[config.mk]
export PLATFORM = sky130hd
export DESIGN_NAME = gbts_ctrl
export DESIGN_NICKNAME = d
export VERILOG_FILES = /design/src/sv/gbts_pkg.sv /design/src/sv/gbts_ctrl.sv
export SDC_FILE = /design/constraint.sdc
export NUM_CORES = 1
export LEC_CHECK = 0
export ABC_AREA = 1
export BUFFER_PORTS_ARGS = -buffer_cell sky130_fd_sc_hd__clkbuf_2
export CAP_MARGIN = 20
export CORE_AREA = 5 5 42 44
export CTS_BUF_LIST = sky130_fd_sc_hd__clkbuf_2
export DETAILED_ROUTE_END_ITERATION = 12
export DIE_AREA = 0 0 47 49
export PLACE_DENSITY = 0.39
export SLEW_MARGIN = 5
export SYNTH_ARGS = -nofsm -noshare
export SYNTH_HDL_FRONTEND = slang
export SYNTH_SLANG_ARGS = --single-unit
[constraint.sdc]
create_clock -name clock -period 2.2 [get_ports clock]
set_input_delay 0.22 -clock clock [delete_from_list [all_inputs] [get_ports clock]]
set_output_delay 0.22 -clock clock [all_outputs]
set_load 0.01 [all_outputs]
[src/sv/gbts_pkg.sv]
// ----------------------------------------------------------------------------
// gbts_pkg
// Types, codes and constants shared by the gap buffer text store modules.
// ----------------------------------------------------------------------------
package gbts_pkg;

   // Default storage capacity in bytes.
   localparam int CAPACITY_DEF = 1024;

   // Fixed field widths of the words.
   localparam int REQ_W  = 3;
   localparam int CHAR_W = 8;
   localparam int CNT_W  = 11;
   localparam int IDX_W  = 10;
   localparam int STAT_W = 2;

   // Request codes.
   localparam logic [REQ_W-1:0] REQ_INSERT  = 3'd0;
   localparam logic [REQ_W-1:0] REQ_DELETE  = 3'd1;
   localparam logic [REQ_W-1:0] REQ_BACK    = 3'd2;
   localparam logic [REQ_W-1:0] REQ_FORWARD = 3'd3;
   localparam logic [REQ_W-1:0] REQ_READ    = 3'd4;

   // Status codes.
   localparam logic [STAT_W-1:0] STAT_OK       = 2'd0;
   localparam logic [STAT_W-1:0] STAT_FULL     = 2'd1;
   localparam logic [STAT_W-1:0] STAT_EMPTY    = 2'd2;
   localparam logic [STAT_W-1:0] STAT_PAST_END = 2'd3;

   // Request word.
   typedef struct packed {
      logic [REQ_W-1:0]  req_type;
      logic [CHAR_W-1:0] char_in;
      logic [CNT_W-1:0]  move_count;
      logic [IDX_W-1:0]  read_index;
   } req_word_type;

   // Response word.
   typedef struct packed {
      logic [CHAR_W-1:0] char_out;
      logic [CNT_W-1:0]  cursor_pos;
      logic [CNT_W-1:0]  text_length;
      logic [CNT_W-1:0]  moved;
      logic [STAT_W-1:0] status;
   } rsp_word_type;

   // Controller states.
   typedef enum logic [1:0] {
      S_IDLE,
      S_READ,
      S_MOVE
   } state_type;

   // Commands from the controller to the datapath.
   typedef struct packed {
      logic start;
      logic load_imm;
      logic load_read;
      logic load_move;
      logic step_move;
   } dp_cmd_type;

   // Status from the datapath to the controller.
   typedef struct packed {
      logic imm_done;
      logic is_move;
      logic rem_zero;
   } dp_stat_type;

endpackage

[src/sv/gbts_ctrl.sv]
// ----------------------------------------------------------------------------
// gbts_ctrl
// Controller of the gap buffer: handshakes, request sequencing, output valid.
// ----------------------------------------------------------------------------
module gbts_ctrl (
   input  logic                  clock,
   input  logic                  reset,
   input  logic                  req_valid,
   output logic                  req_ready,
   output logic                  rsp_valid,
   input  logic                  rsp_ready,
   input  gbts_pkg::dp_stat_type stat,
   output gbts_pkg::dp_cmd_type  cmd
);
   import gbts_pkg::*;

   state_type state_ff, state_in;
   logic      rsp_valid_ff, rsp_valid_in;
   logic      out_free;
   logic      start;
   logic      load_any;

   // The output word register is free when empty or being taken now.
   assign out_free  = !rsp_valid_ff || rsp_ready;
   assign req_ready = (state_ff == S_IDLE) && out_free;
   assign start     = req_valid && req_ready;

   // Next state.
   always_comb begin
      state_in = state_ff;
      case (state_ff)
         S_IDLE: begin
            if (start && !stat.imm_done) begin
               state_in = stat.is_move ? S_MOVE : S_READ;
            end
         end
         S_READ: begin
            state_in = S_IDLE;
         end
         S_MOVE: begin
            if (stat.rem_zero) begin
               state_in = S_IDLE;
            end
         end
         default: begin
            state_in = S_IDLE;
         end
      endcase
   end

   // Commands to the datapath.
   always_comb begin
      cmd           = '0;
      cmd.start     = start;
      cmd.load_imm  = start && stat.imm_done;
      case (state_ff)
         S_READ: begin
            cmd.load_read = 1'b1;
         end
         S_MOVE: begin
            cmd.step_move = !stat.rem_zero;
            cmd.load_move = stat.rem_zero;
         end
         default: begin
         end
      endcase
   end

   // Output valid: set on any load, cleared when the word is taken.
   assign load_any = cmd.load_imm || cmd.load_read || cmd.load_move;

   always_comb begin
      if (load_any) begin
         rsp_valid_in = 1'b1;
      end else if (rsp_ready) begin
         rsp_valid_in = 1'b0;
      end else begin
         rsp_valid_in = rsp_valid_ff;
      end
   end

   assign rsp_valid = rsp_valid_ff;

   // State registers.
   always_ff @(posedge clock) begin
      if (reset) begin
         state_ff     <= S_IDLE;
         rsp_valid_ff <= 1'b0;
      end else begin
         state_ff     <= state_in;
         rsp_valid_ff <= rsp_valid_in;
      end
   end

endmodule

---- Word level (Yosys, flattened, before mapping) ----
Cells that the tools add are included.
operators by class
  equality and inequality tests ........... 4
  mux-type cells .......................... 8
  reduce and logical (&&, ||, !) cells .... 13
operator list
  cell                count
  $mux 2              4
  $logic_and 1x1->1   4
  $pmux 2 s2          1
  $logic_not 1->1     3
  $logic_or 1x1->1    3
  $mux 1              3
  $eq 2x1->1 const B  1
  $eq 2x2->1 const B  1
  $logic_not 2->1     1
  $ne 2x1->1 const B  1
  $ne 2x2->1 const B  1
  $reduce_and 2->1    1
  $reduce_bool 2->1   1
word-level totals
  flip-flop bits (word level) ............. 3
  input bits .............................. 7

---- Depth between registers and ports, before layout ----
  word-level depth ........................ 8
  gate-level depth with buffers ........... 6
  gate-level depth less buffers ........... 6

---- Worst setup path after synthesis ----
OpenSTA, ideal clock, no wires.
  path type ............................... reg2out
  start ................................... register state_ff[1]
  end ..................................... output cmd[3] (netlist name)
  arrival ................................. 0.790 ns
  data required time ...................... 1.980 ns
  setup slack ............................. 1.190 ns
  cell stages (with the launch flop) ...... 6
  cell sequence ........................... dfxtp_1 -> nor2_2 -> nand2_2 -> nor2_4 -> nand2_1 -> inv_1
RTL lines
  element                   line             text
  start: declaration        gbts_ctrl.sv:17  state_type state_ff, state_in;
  start signal: assignment  gbts_ctrl.sv:90  state_ff <= state_in;
  end: declaration          gbts_ctrl.sv:13  output gbts_pkg::dp_cmd_type cmd

==> flow_metrics.py <==
metrics = {
    "yosys": {
        "ys_seq_area_frac": 0.3158,
        "post_synth_num_cell_types": 15,
        "yosysWarningCount": 0,
        "synthTopCellsByArea": "dfxtp_1, inv_1, nand2_1, nor2_1, nor2_4",
        "netlist.area_leader.share": 0.3158,
        "synthesis.nets": 37,
        "synth_area_um2": 190.2,
        "synth_area_per_cell_um2": 6.339,
        "synth_top_cell_by_area": "dfxtp_1",
        "ys_ff_latch": 3,
        "postSynthCellCount": 30,
    },
    "sta": {
        "tns_ns": 0,
        "setup_violations": 0,
        "fin_crit_sh": 0.6263,
        "slew_headroom": 0.8664,
        "skew_ns": 0.007750,
        "fmax_ghz": 0.7258,
        "tightest_slew_ns": 0.1986,
        "period_minus_slack_ns": 1.378,
        "finalHoldViolations": 0,
        "rsz0062_at_grt": "false",
        "slew_violations": 0,
        "hold_ws_ns": 0.2039,
    },
    "floorplanning": {
        "dieHeight_um": 49,
        "ios": 14,
        "num_rows": 14,
        "die_area_um2": 2303,
        "initial_core_util": 0.1357,
        "die_x_um": 47,
        "core_um2": 1401,
    },
    "power": {
        "p_per_area_nw_per_um2": 606.5,
        "power_uw": 174.5,
        "ir_drop_mv": 0.1576,
        "cellLeakagePower_uw": 0.0001688,
    },
    "cts": {
        "cts_root_buf": "clkbuf_2",
        "clkLatencyLatePin_ns": 0.21,
        "cts_resized": 0,
        "cts_max_level": 1,
        "cts_buffers": 3,
        "path_clk_slew_ns": 0.05,
        "post-cts-setup-buffers": 0,
        "clk_path_buf_depth": 2,
        "cts-hold-fix-buffers": 0,
        "cts_tree": "built",
        "cts.sinks": 3,
    },
    "final_layout": {
        "diodes": 0,
        "nets": 54,
        "final_util": 0.2054,
        "n_fill_cell": 185,
        "drive_gt1_frac": 0.4783,
        "synthToLayoutAreaGrowth_pct": 51.32,
        "regArea_um2": 60.06,
        "multiInputGateArea_um2": 92.59,
    },
    "setup_path": {
        "critical_path_class": "flop to primary output",
        "end_kind": "primary output",
        "worstPathMaxFanout": 6,
        "crit_path_start_kind": "flop",
        "worstPathRequired_ns": 1.98,
        "cp.arrival_ns": 1.16,
    },
    "placement": {
        "place_hpwl_um": 452.3,
        "io_buffers": 13,
        "gp_congestion": 0.7013,
    },
    "hold_path": {
        "hp-class": "input port to flop",
    },
    "detailed_routing": {
        "vias_per_cell": 3.645,
        "wl_um": 519,
        "drt-pass1-iter-count": 1,
        "wl_per_cell_um": 8.371,
        "drc": 0,
        "ant_nets": 0,
        "drt_iter0_drc": 0,
        "dr_total_vias": 226,
    },
    "global_route": {
        "overflow": 0,
        "first_global_vias": 231,
        "grt_use_total": 0.06334,
        "grt_max_degree": 7,
        "antenna_found_initial": 0,
        "grt_pass1_wl_um": 1000,
    },
    "run_status": {
        "status": "complete, no violations",
    },
    "flow_run": {
        "cap_violations": 0,
    },
}
## final timing paths
path,to,slack (ns),start,depth (start not counted)
setup / recovery,cmd[3],0.82,state_ff[1],6
hold / removal,state_ff[0],0.20,stat[2],2
setup reg to reg,rsp_valid,1.24,state_ff[1],5
hold reg to reg,state_ff[0],0.57,state_ff[0],3
## layout make-up
type | count | share of cell area
inverter | 8 | 0.1043
sequential | 3 | 0.2087
multi-input combinational | 18 | 0.3217
clock buffer | 4 | 0.06957
timing repair buffer | 13 | 0.2261
tap | 16 | 0.06957
## state kept, by name, summed over array words and instances, names as in the netlist
signal / count
rsp_valid: 1
state_ff: 2
## cells in the mapped netlist
library cell  instances
nand2_2               1
nand3_1               2
o21ai_0               1
a21oi_1               2
nor2_4                1
nor3b_1               1
dfxtp_1               3
inv_1                 5
buf_4                 1
clkinv_1              1
nand2_1               4
inv_2                 2
nor2_1                4
nor2_2                1
nor4_1                1
## kinds of logic (layout without fill, tap and decap cells)
| family | Yosys count | after routing | share of synthesized area |
|---|---|---|---|
| compound gates | 3 | 3 | 0.07892 |
| buf+inv | 9 | 25 | 0.1974 |
| flops | 3 | 3 | 0.3158 |
| simple gates | 15 | 15 | 0.4079 |
## worst max-delay path, cell delays in order (launching register included)
cell      delay, ns
dfxtp_1        0.35
nor2_2         0.15
nand2_2        0.10
nor2_4         0.10
nand2_1        0.07
inv_1          0.05
clkbuf_2       0.12
## layout by cell type, fill, tap and decap left out
| cell type | instances |
|---|---|
| nor2_1 | 4 |
| dfxtp_1 | 3 |
| o21ai_0 | 1 |
| nand2_1 | 4 |
| inv_1 | 5 |
| nor3b_1 | 1 |
| nand3_1 | 2 |
| a21oi_1 | 2 |
| nor2_2 | 1 |
| nor2_4 | 1 |
| clkbuf_2 | 17 |
| nor4_1 | 1 |
| nand2_2 | 1 |
| clkinv_1 | 1 |
| inv_2 | 2 |
## per-stage QoR
stage / setup WS (ns) / cells / cell area, µm²
after floorplan: 1.190 / 30 / 190.2
after global placement: 1.030 / 58 / 267.8
after detailed placement: 1.038 / 58 / 267.8
after CTS: 0.7910 / 62 / 287.8
after global routing: 0.7048 / 62 / 287.8
final: 0.8222 / 62 / 287.8
## where the power goes
group | switching [µW] | internal, µW
clock | 29.4 | 48.0
combinational | 21.2 | 16.1
sequential | 2.39 | 57.4
total | 53.0 | 122
## layer usage
metal	share of wire	vias up	routed length, µm	global-route usage
met2	0.49	9	253	0.08145
li1	-	122	-	-
met1	0.40	95	209	0.07018
met5	0	-	0	0
met3	0.11	0	56	0.05904
met4	0	0	0	0.02765
Power figures use the tool's default switching activity.
